## src/rtl/plgr_pkg.sv

```systemverilog
//------------------------------------------------------------------------------
// plgr_pkg
// Shared types and constants of the per-channel linear gain ramp.
//------------------------------------------------------------------------------
package plgr_pkg;

   localparam int unsigned UnityGain = 65536;
   localparam int unsigned TimeShift = 28;
   localparam int unsigned SlopeScaleShift = 3;

   localparam logic [2:0] CSR_CHANNEL_COUNT = 3'd0;
   localparam logic [2:0] CSR_GAIN_MIN      = 3'd1;
   localparam logic [2:0] CSR_GAIN_MAX      = 3'd2;
   localparam logic [2:0] CSR_RAMP_MS       = 3'd3;
   localparam logic [2:0] CSR_FULL_RANGE    = 3'd4;
   localparam logic [2:0] CSR_RAMP_KIND     = 3'd5;
   localparam logic [2:0] CSR_RATE_INV      = 3'd6;

   localparam logic [1:0] MODE_SET    = 2'd0;
   localparam logic [1:0] MODE_MUTE   = 2'd1;
   localparam logic [1:0] MODE_UNMUTE = 2'd2;
   localparam logic [1:0] MODE_TICK   = 2'd3;

   // divider request/response
   typedef struct packed {
      logic        start;
      logic [32:0] dividend;
      logic [15:0] divisor;
   } div_req_type;

   typedef struct packed {
      logic        done;
      logic [32:0] quotient;
   } div_rsp_type;

endpackage

```

## src/rtl/plgr_div.sv

```systemverilog
//------------------------------------------------------------------------------
// plgr_div
// Restoring divider, one quotient bit per cycle.
//------------------------------------------------------------------------------
module plgr_div (
   input  logic                  clock,
   input  logic                  reset,
   input  plgr_pkg::div_req_type req,
   output plgr_pkg::div_rsp_type rsp
);

   logic [32:0] quo_ff, quo_in;
   logic [16:0] rem_ff, rem_in;
   logic [15:0] dvs_ff, dvs_in;
   logic [5:0]  cnt_ff, cnt_in;
   logic        busy_ff, busy_in;
   logic        done_ff, done_in;
   logic [16:0] trial;

   always_comb begin
      quo_in  = quo_ff;
      rem_in  = rem_ff;
      dvs_in  = dvs_ff;
      cnt_in  = cnt_ff;
      busy_in = busy_ff;
      done_in = 1'b0;
      trial   = {rem_ff[15:0], quo_ff[32]};
      if (req.start) begin
         quo_in  = req.dividend;
         rem_in  = '0;
         dvs_in  = req.divisor;
         cnt_in  = 6'd0;
         busy_in = 1'b1;
      end else if (busy_ff) begin
         if (trial >= {1'b0, dvs_ff}) begin
            rem_in = trial - {1'b0, dvs_ff};
            quo_in = {quo_ff[31:0], 1'b1};
         end else begin
            rem_in = trial;
            quo_in = {quo_ff[31:0], 1'b0};
         end
         cnt_in = cnt_ff + 6'd1;
         if (cnt_ff == 6'd32) begin
            busy_in = 1'b0;
            done_in = 1'b1;
         end
      end
   end

   always_ff @(posedge clock) begin
      if (reset) begin
         busy_ff <= 1'b0;
         done_ff <= 1'b0;
         cnt_ff  <= '0;
      end else begin
         busy_ff <= busy_in;
         done_ff <= done_in;
         cnt_ff  <= cnt_in;
      end
      quo_ff <= quo_in;
      rem_ff <= rem_in;
      dvs_ff <= dvs_in;
   end

   assign rsp.done     = done_ff;
   assign rsp.quotient = quo_ff;

endmodule

```

## config.mk

```make
export PLATFORM = sky130hd
export DESIGN_NAME = plgr_div
export DESIGN_NICKNAME = d
export VERILOG_FILES = /design/src/rtl/plgr_pkg.sv /design/src/rtl/plgr_div.sv
export SDC_FILE = /design/constraint.sdc
export NUM_CORES = 1
export LEC_CHECK = 0
export ABC_AREA = 1
export BUFFER_PORTS_ARGS = -buffer_cell sky130_fd_sc_hd__buf_2
export CAP_MARGIN = 30
export CORE_MARGIN = 8
export CORE_UTILIZATION = 55
export DETAILED_ROUTE_END_ITERATION = 8
export PLACE_DENSITY = 0.77
export SLEW_MARGIN = 20
export SYNTH_ARGS = -nofsm -noshare
export SYNTH_HDL_FRONTEND = slang
export SYNTH_SLANG_ARGS = --single-unit
export TNS_END_PERCENT = 50
```

## constraint.sdc

```tcl
create_clock -name clock -period 3.7 [get_ports clock]
set_clock_uncertainty 0.15 [all_clocks]
set_input_delay 1.11 -clock clock [delete_from_list [all_inputs] [get_ports clock]]
set_output_delay 1.11 -clock clock [all_outputs]
set_load 0.01 [all_outputs]
```

==> impl_results.md, run 1 <==
* Crit path cell chain: buf_2
* Outcome: complete, no violations
* Fraction of layout cells with a size suffix above 1 at approximately 23%
* Max Buffers Root-to-Sink at 2
* Worst setup path start: quo_ff[32]$_DFFE_PP_
* Largest net degree at the start of global routing at 37
* Num CTS Buffers at 9
* Slew HR at 71.7%
* Worst-skew pair later-pin latency at about 0.35 ns
* Highest clock rate at approximately 450 MHz
* CTS tree: done
* Initial antenna violation count at 0
* Min Tclk post-route at 2.20 ns
* Top-count cell post-synth: nand2_1
* Clock root buffer: clkbuf_8
* Nets at 685
* Tcrit/Tclk final at ~60%
* Total negative setup slack at 0 ns
* Initial core utilization at between 50% and 60%
* Die X at ~100 um
* Worst path bufs/invs at 1
* Critical Path RT at around 2.4 ns
* Worst-margin pin slew at 0.424 ns
* Fin. Hold Viols at 0
* GRT Total Usage at 19.0%
* Initial DRC Count at 175
* Total core area at roughly 7600 um2
* Overflow after GRT at 0
* RSZ-0062 raised after global routing: no
* Seq/Total Area, Yosys at 46.4%
* Max cap viols at 0
* Setup crit end kind: output pin
* Max stage delay on crit path at between 0.4 and 0.5 ns
* Via density at between 5 and 6
* Arrival time worst endpoint at 0.94 ns
* Vias in the first global route at 3,671
* Synthesis-to-layout area growth at 17.1%
* Setup crit end: rsp[32]
* Crit path kind: flip-flop to output pin
* Crit path depth at 1
* Syn nets at about 600
* Pwr Total at about 1.9 mW
* Setup Viol. Count Final at 0
* Cts hold-fix bufs at 0
* Post-CTS Resized at 0
* Main synth FF type: edfxtp_1
* Kind of cell adding the most delay to the critical path: flip-flops
* Die H at between 100 and 150 um
* Clock transition at path regs at ~0.07 ns
* Cell variety after synth at 37
* Hpwl dp at between 7000 and 8000 um
* Worst reg2reg path startpoint: quo_ff[32]$_DFFE_PP_
* Max Slew Vio Count at 0
* Post-Syn Area per Cell at roughly 8 um2
* Port Buffers at 85
* Synthesized cell area at 4200 um2
* PD cells at just under 400 nW/um2
* Worst-path fanout max at 2
* Layout Cell Area excl Fill at approximately 5000 um2
* WL/cell at 13.2 um
* Synth top area share at a little over a third
* Synth area leader: edfxtp_1
* Reg-to-reg slack, setup at 1.50 ns
* Commonest cells post-synth: nand2_1 (225), inv_1 (65), edfxtp_1 (49)
* Syn Inst Count at between 500 and 600
* Post-route ant nets at 0
* Hold crit path type: flip-flop to flip-flop
* Vias at between 3,000 and 4,000
* Number of synthesized flops with an enable pin at between 40 and 50
* Row count at 32
* Setup crit start kind: flip-flop
* Async SR Flop Fraction at 0%
* Worst path slowest cell: edfxtp_1
* Placed Area at about 4700 um2
* First-pass GRT wire length at about 16,000 um
* Fill cell count at between 600 and 700
* Reg2Reg Depth at 11
* Post-synthesis register bit count at between 70 and 80
* Syn. warnings at 0
* # Post-CTS Setup Buffers at 0
* DR pass1 iterations at 4
* Lkg Pwr at 2.61 nW
* Dpl cells at between 700 and 800
* Reg-to-Reg End: rem_ff[12]$_SDFFE_PP0P_
* Finished Layout Cells at ~720
* CTS H-tree lvls at 3
* I/O pin count at 86
* Full die area at around 11,000 um2
* # diodes at 0
* VDD IR max at between 0.2 and 0.25 mV
* Routed wire length at 9490 um
* DRC viols at 0
* Synth area leaders: edfxtp_1 (35%), nand2_1 (20%), dfxtp_1 (11%)
* CTS Sinks at 73
* RePlAce Congestion at slightly below 0.9
* Final Util at 65.1%
[worst min path at each step]
stage	slack (ns)	cells past startpoint	start	to
after detailed placement	0.31	2	rem_ff[6]$_SDFFE_PP0P_	rem_ff[6]$_SDFFE_PP0P_
after floorplan	0.29	2	rem_ff[14]$_SDFFE_PP0P_	rem_ff[14]$_SDFFE_PP0P_
after CTS	0.33	2	rem_ff[12]$_SDFFE_PP0P_	rem_ff[12]$_SDFFE_PP0P_
final	0.33	2	rem_ff[8]$_SDFFE_PP0P_	rem_ff[8]$_SDFFE_PP0P_
after global routing	0.35	2	rem_ff[10]$_SDFFE_PP0P_	rem_ff[10]$_SDFFE_PP0P_
after global placement	0.31	2	rem_ff[1]$_SDFFE_PP0P_	rem_ff[1]$_SDFFE_PP0P_
[metal layers]
layer	GRT usage, %	share of wire [%]	vias to the layer above
met5	0	0	-
met3	5.69	5.5	12
li1	-	-	1839
met2	31.4	47	97
met4	7.01	1.7	0
met1	23.0	45	1659
[state kept, by name (all words and copies together) (netlist names)]
| register | count |
|---|---|
| cnt_ff | 6 |
| done_ff | 1 |
| busy_ff | 1 |
| dvs_ff | 16 |
| rem_ff | 16 |
| quo_ff | 33 |
[through the flow]
stage / hold WS, ns / worst slack, ns
after floorplan: 0.293 / 0.776
after global placement: 0.306 / 1.19
after detailed placement: 0.313 / 1.16
after CTS: 0.327 / 1.49
after global routing: 0.348 / 1.33
final: 0.327 / 1.50
[logic make-up after synthesis]
kind of cell,Yosys count,share of synthesized area [%]
AND/OR/NAND/NOR,325,35.0
buffers and inverters,84,8.57
flip-flops,73,46.4
AO/OA/AOI/OAI,20,2.95
adder cells (fa/ha/maj),19,5.84
XOR/XNOR,6,1.25
[report_power, final]
part,total [mW],switching [mW],leakage [nW],internal [mW]
logic,0.265,0.164,1.80,0.101
clock network,0.708,0.308,0.113,0.400
registers,0.965,0.0288,0.689,0.936
total,1.94,0.500,2.61,1.44
[layout by cell type, fill, tap and decap left out, types with 2 or more instances in the layout]
cell and n:
bufinv_16 2, nor3_1 7, buf_2 85, o21ai_0 3
a21oi_1 11, nor2_1 15, clkbuf_8 10, nand3_1 27
xnor2_1 5, nor2_2 3, nand2_2 18, dfxtp_1 24
nand4_1 4, nand3b_1 17, ha_1 18, inv_2 4
inv_1 65, nand3_2 3, buf_4 5, edfxtp_1 49
nand2_1 225
[area by class of cell]
type	instances	area [um2]	share of cell area, %
Clock buffer	10	138	2.80
Clock inverter	6	90.1	1.83
Inverter	70	263	5.34
Multi-Input combinational cell	370	1890	38.4
Sequential cell	73	1950	39.6
Tap cell	102	128	2.59
Timing Repair Buffer	90	463	9.40
(Power assumes the default switching activity.)
==> run 2, diff against run 1 <==
==> constraint.sdc (replaced) <==
create_clock -name clock -period 2.14 [get_ports clock]
set_clock_uncertainty 0.15 [all_clocks]
set_input_delay 0.642 -clock clock [delete_from_list [all_inputs] [get_ports clock]]
set_output_delay 0.642 -clock clock [all_outputs]
set_load 0.01 [all_outputs]
==> run 2 against run 1 <==
Global-route usage decreased by 0.20 points. Setup slack worse by 1.4 ns. Clock power rose by 55%. Critical endpoint is now rem_ff[10]$_SDFFE_PP0P_. Via count up 2.2%. Hold slack worse by 0.0082 ns. Largest power group unchanged. Combinational power rose by 93%. Core utilization increased by 3.5 points. Critical path depth rose by 12. Final area up 5.4%. Sequential share of layout area decreased by 2.0 points. Cell count grew 1.5%.
==> impl_results.md, run 2 (same netlist as run 1, synthesis figures left out) <==
* Lkg Pwr at 2.67 nW (+2.3%)
* Leading cell type in the layout, fill and taps excluded: nand2_1
* GRT Total Usage at 18.8% (-0.20 points)
* Initial DRC Count at 200 (+14%)
* CTS tree: done
* Seq pwr share at 50.8% (+1.0 points)
* Number of flip-flops in the largest register at 33 (unchanged)
* Initial core utilization at 55.5% (unchanged)
* Overflow after GRT at 0 (unchanged)
* RePlAce Congestion at 0.935 (+6.0%)
* Setup Viol. Count Final at 0 (unchanged)
* Slew HR at 76.7% (+5.0 points)
* Highest clock rate at 483 MHz
* Die H at 103 um (unchanged)
* Synthesis-to-layout area growth at 23.5%
* Finished Layout Cells at 732 (+1.5%)
* Comb power frac at 15.6% (+1.9 points)
* Worst-skew pair later-pin latency at 0.34 ns (about the same)
* Max stage delay on crit path at 0.39 ns (-0.04 ns)
* Setup crit end kind: flip-flop
* Setup crit start kind: flip-flop
* Hpwl dp at 7170 um (+0.89%)
* Switch Pwr at 0.849 mW (+70%)
* Vias at 3,686 (+2.2%)
* Clock root buffer: clkbuf_8
* CTS H-tree lvls at 3 (unchanged)
* Die X at 103 um (unchanged)
* Post-route ant nets at 0 (unchanged)
* First-pass GRT wire length at 15,700 um (-2.4%)
* Clock power share at 33.6% (-2.9 points)
* Hold WS at 0.318 ns (-0.00824 ns)
* Initial antenna violation count at 0 (unchanged)
* Setup WS pre-CTS at 0.0294 ns (-1.13 ns)
* # diodes at 0 (unchanged)
* Final Worst Setup Slack at 0.0702 ns (-1.43 ns)
* Full die area at 10,700 um2 (unchanged)
* Min Tclk post-route at ~2.1 ns
* CTS Sinks at 73 (unchanged)
* Nets at 696 (+1.6%)
* VDD IR max at 0.523 mV (+130%)
* Worst-margin pin slew at 0.348 ns (-0.0765 ns)
* Fraction of layout cells with a size suffix above 1 at 27.1% (+4.2 points)
* Largest regs: quo_ff: 33 flops, dvs_ff: 16 flops, rem_ff: 16 flops
* Total negative setup slack at 0 ns (unchanged)
* Max Buffers Root-to-Sink at 2 (unchanged)
* DR pass1 iterations at 5 (+1)
* Worst path slowest cell: ha_1
* Worst-path fanout max at 8 (+6)
* Worst path bufs/invs at 2 (+1)
* Row count at 32 (unchanged)
* Crit path kind: flip-flop to flip-flop
* Top reg by flops: quo_ff
* Num CTS Buffers at 9 (unchanged)
* Max cap viols at 0 (unchanged)
* Kind of cell adding the most delay to the critical path: simple AND/OR/NAND/NOR gates
* Port Buffers at 85 (unchanged)
* Via density at 5.04 (+0.65%)
* Clock transition at path regs at 0.08 ns (about the same)
* I/O pin count at 86 (unchanged)
* Critical Path RT at 2.22 ns (-0.22 ns)
* Hold crit path type: flip-flop to flip-flop
* Fin. Hold Viols at 0 (unchanged)
* Max Slew Vio Count at 0 (unchanged)
* Largest net degree at the start of global routing at 34 (-8.1%)
* Tcrit/Tclk final at a little over nine tenths
* Commonest cells after routing, fill and taps aside: nand2_1 (220), buf_2 (85), inv_1 (63)
* Sw Share at 25.9% (+0.097 points)
* Dpl cells at 709 (+0.57%)
* Total core area at 7570 um2 (unchanged)
* WL/cell at 13.8 um (+4.9%)
* Outcome: complete, no violations
* DRC viols at 0 (unchanged)
* Internal power at 2.43 mW (+69%)
* Most frequent CP cell: nand2_1
* Routed wire length at 10,100 um (+6.5%)
* PD cells at 632 nW/um2 (+60%)
* Final Util at 68.6% (+3.5 points)
* Crit path cell chain: ha_1, nand2_1, inv_1, nand2_2, nor2_4, nand3_2, nand2_2, nor2_8, buf_12, nand2_8, nand2_1, nand3_1, nand2_1
* Arrival time worst endpoint at 2.15 ns (+1.21 ns)
* Vias in the first global route at 3,561 (-3.0%)
[run 2: cell count changes in the layout (fill, tap and decap cells not counted), sizes merged]
cell / change
buf: +9
bufinv: -1
clkbuf: +2
clkinvlp: +1
inv: -2
nand2: +2
[run 2: timing repair]
action	CTS	global route
buffers inserted	0	5
resized for setup	0	24
hold buffers	0	0
setup endpoints to repair	0	17
[run 2: routing by layer]
layer / global-route usage [%] / wire [um] / vias up / part of all wire, %
met2: 29.2 / 4680 / 139 / 46
met5: 0 / 0 / - / 0
met4: 8.68 / 229 / 0 / 2.3
met3: 6.69 / 812 / 23 / 8.0
met1: 22.9 / 4390 / 1664 / 43
li1: - / - / 1860 / -
[run 2: path summary, 6_finish.rpt]
| path | start | endpoint | slack, ns | cells past startpoint |
|---|---|---|---|---|
| setup reg to reg | rem_ff[3]$_SDFFE_PP0P_ | rem_ff[10]$_SDFFE_PP0P_ | 0.07 | 13 |
| hold / removal | rem_ff[9]$_SDFFE_PP0P_ | rem_ff[9]$_SDFFE_PP0P_ | 0.32 | 2 |
| setup / recovery | rem_ff[3]$_SDFFE_PP0P_ | rem_ff[10]$_SDFFE_PP0P_ | 0.07 | 13 |
| hold reg to reg | rem_ff[9]$_SDFFE_PP0P_ | rem_ff[9]$_SDFFE_PP0P_ | 0.32 | 2 |
[run 2: final cells by class]
type	count	area, um2
Sequential cell	73	1950
Multi-Input combinational cell	372	2040
Clock inverter	4	51.3
Inverter	70	267
Clock buffer	12	155
Tap cell	102	128
Fill cell	604	2380
Timing Repair Buffer	99	593
[run 2: stage by stage]
step	power, mW	cell area (um2)
2_1_floorplan	1.97	4220
3_3_place_gp	2.17	4760
3_5_place_dp	2.18	4760
4_1_cts	3.28	4970
5_1_grt	3.43	5190
6_report	3.28	5190
[run 2: worst register-to-register path: cells and delay by family, from the launching register on]
kind | cells | cell delay (ns)
adders and majority gates | 1 | 0.39
and+or+nand+nor | 10 | 0.84
buffers and inverters | 2 | 0.25
DFF | 1 | 0.35
[run 2: power groups by stage]
stage | Combinational [mW] | Clock (mW) | Sequential [mW]
CTS | 0.485 | 1.13 | 1.66
global placement | 0.472 | 0 | 1.69
floorplan | 0.252 | 0 | 1.72
finish | 0.511 | 1.10 | 1.67
global route | 0.569 | 1.18 | 1.68
detailed placement | 0.485 | 0 | 1.69
==> run 3, diff against run 2 <==
--- a/config.mk
+++ b/config.mk
@@ -11,7 +11,7 @@
 export CORE_MARGIN = 8
 export CORE_UTILIZATION = 55
 export DETAILED_ROUTE_END_ITERATION = 8
-export PLACE_DENSITY = 0.77
+export PLACE_DENSITY = 0.8
 export SLEW_MARGIN = 20
 export SYNTH_ARGS = -nofsm -noshare
 export SYNTH_HDL_FRONTEND = slang
==> run 3 against run 2 <==
Count of clock-buffer cells in the layout fell by 3. Non-clock buffer count is 8 higher. Combinational power decreased by 2%. Setup slack better by 0.046 ns. Die area unchanged. Register-to-register slack better by 0.05 ns. Clock power increased by 6%. Critical path type unchanged. First-iteration DRC count is 9.5% higher. Largest power group unchanged. Global-route usage is 0.82 points higher. Routed wire length up 4.5%. Critical path depth unchanged.
==> impl_results.md, run 3 (same netlist as run 1, synthesis figures left out) <==
* Clock root buffer: clkbuf_8
* Fraction of layout cells with a size suffix above 1 at 27.5% (+0.40 points)
* Initial antenna violation count at 0 (unchanged)
* I/O pin count at 86 (unchanged)
* Most frequent CP cell: nand2_1
* Clock transition at path regs at 0.08 ns (about the same)
* GRT Total Usage at 19.7% (+0.82 points)
* Die X at 103 um (unchanged)
* Switch Pwr at 0.872 mW (+2.7%)
* Die H at 103 um (unchanged)
* Nets at 705 (+1.3%)
* Via density at 5.06 (+0.45%)
* Port Buffers at 85 (unchanged)
* Worst-margin pin slew at 0.719 ns (+0.371 ns)
* CTS tree: done
* Vias at 3,748 (+1.7%)
* DR pass1 iterations at 4 (-1)
* Sw Share at 26.0% (+0.15 points)
* RePlAce Congestion at 0.897 (-4.0%)
* Final Worst Setup Slack at 0.117 ns (+0.0463 ns)
* Worst-skew pair later-pin latency at 0.34 ns (about the same)
* Overflow after GRT at 0 (unchanged)
* Internal power at 2.47 mW (+1.9%)
* Min Tclk post-route at 2.02 ns (-0.0463 ns)
* Row count at 32 (unchanged)
* Initial DRC Count at 219 (+9.5%)
* Number of flip-flops in the largest register at 33 (unchanged)
* Setup Viol. Count Final at 0 (unchanged)
* Leading cell type in the layout, fill and taps excluded: nand2_1
* RSZ-0062 raised after global routing: yes
* Final Util at 69.0% (+0.38 points)
* Synthesis-to-layout area growth at 24.2%
* Worst path bufs/invs at 2 (unchanged)
* Tcrit/Tclk final at 94.6% (-2.2 points)
* DRC viols at 0 (unchanged)
* # diodes at 0 (unchanged)
* Fin. Hold Viols at 0 (unchanged)
* Setup WS pre-CTS at 0.0367 ns (+0.00733 ns)
* Commonest cells after routing, fill and taps aside: nand2_1 (222), buf_2 (85), inv_1 (64)
* Crit path kind: flip-flop to flip-flop
* Max stage delay on crit path at 0.36 ns (-0.03 ns)
* Num CTS Buffers at 9 (unchanged)
* Setup crit end kind: flip-flop
* Crit path cell chain: inv_1, ha_1, nand2_1, inv_1, nand2_2, nor2_4, nand3_2, nand2_4, nor2_8, nand2_4, nand2_1, nand3_1, nand2_1
* Seq pwr share at 49.9% (-0.9 points)
* Comb power frac at 15.0% (-0.6 points)
* Kind of cell adding the most delay to the critical path: simple AND/OR/NAND/NOR gates
* PD cells at 641 nW/um2 (+1.5%)
* VDD IR max at 0.460 mV (-12%)
* CTS H-tree lvls at 3 (unchanged)
* Arrival time worst endpoint at 2.11 ns (-0.04 ns)
* Outcome: complete, no violations
* Worst-path fanout max at 8 (unchanged)
* Vias in the first global route at 3,690 (+3.6%)
* First-pass GRT wire length at 16,400 um (+4.0%)
* Lkg Pwr at 2.71 nW (+1.5%)
* Clock power share at 35.1% (+1.5 points)
* Max Slew Vio Count at 0 (unchanged)
* Placed Area at 4750 um2 (-0.21%)
* Largest net degree at the start of global routing at 38 (+12%)
* Slew HR at 52.0% (-25 points)
* Worst path slowest cell: ha_1
* Full die area at 10,700 um2 (unchanged)
* Top reg by flops: quo_ff
* Largest regs: quo_ff: 33 flops, dvs_ff: 16 flops, rem_ff: 16 flops
* Initial core utilization at 55.5% (unchanged)
* Setup crit start kind: flip-flop
* Routed wire length at 10,600 um (+4.5%)
* WL/cell at 14.3 um (+3.3%)
* Post-route ant nets at 0 (unchanged)
* Total negative setup slack at 0 ns (unchanged)
* Layout Cell Area excl Fill at 5220 um2 (+0.55%)
* Total core area at 7570 um2 (unchanged)
* Max Buffers Root-to-Sink at 2 (unchanged)
* Hpwl dp at 7490 um (+4.4%)
* Hold crit path type: primary input to flip-flop
* Critical Path RT at 2.23 ns (about the same)
* Pwr Total at 3.35 mW (+2.1%)
* CTS Sinks at 73 (unchanged)
* Highest clock rate at 494 MHz (+2.3%)
* Max cap viols at 0 (unchanged)
## run 3: power groups by stage
| stage | Sequential (mW) | Combinational (mW) | Clock, mW |
|---|---|---|---|
| finish | 1.67 | 0.503 | 1.17 |
| global route | 1.68 | 0.558 | 1.26 |
| CTS | 1.67 | 0.483 | 1.21 |
| detailed placement | 1.70 | 0.481 | 0 |
| global placement | 1.69 | 0.470 | 0 |
| floorplan | 1.72 | 0.252 | 0 |
## run 3: metrics by stage
step	cells	hold WS, ns
after floorplan	527	0.292
final	741	0.317
after global routing	741	0.297
after global placement	709	0.305
after detailed placement	709	0.312
after CTS	725	0.293
## run 3: final cells by class
class,instances,area [um2]
clock buffer,9,124
clock inverter,7,93.8
fill,590,2350
inverter,70,267
multi-input combinational,373,2020
sequential,73,1950
tap,102,128
timing repair buffer,107,632
## run 3: worst paths after layout
kind | from | depth (start not counted) | endpoint | slack [ns]
setup / recovery | dvs_ff[6]$_DFFE_PP_ | 13 | rem_ff[10]$_SDFFE_PP0P_ | 0.12
hold / removal | req[9] | 1 | dvs_ff[9]$_DFFE_PP_ | 0.32
setup reg to reg | dvs_ff[6]$_DFFE_PP_ | 13 | rem_ff[10]$_SDFFE_PP0P_ | 0.12
hold reg to reg | rem_ff[5]$_SDFFE_PP0P_ | 2 | rem_ff[5]$_SDFFE_PP0P_ | 0.33
## run 3: what timing repair did
action,4_1_cts,5_1_grt
endpoints found under the setup margin,0,17
hold buffers,0,0
buffers inserted,0,13
endpoints found under the hold margin,0,0
resized for setup,0,17
## run 3: per-layer routing
layer	vias to the layer above	GRT usage (%)	part of all wire, %
li1	1887	-	-
met1	1697	22.1	41
met2	130	32.1	47
met3	34	8.30	8.7
met4	0	8.12	3.6
met5	-	0	0
## run 3: worst reg2reg max path: stages (launching register included)
cell and delay [ns]:
edfxtp_1 0.35, inv_1 0.05, ha_1 0.36, nand2_1 0.08, inv_1 0.11, nand2_2 0.08, nor2_4 0.11, nand3_2 0.09
nand2_4 0.12, nor2_8 0.07, nand2_4 0.18, nand2_1 0.08, nand3_1 0.06, nand2_1 0.05
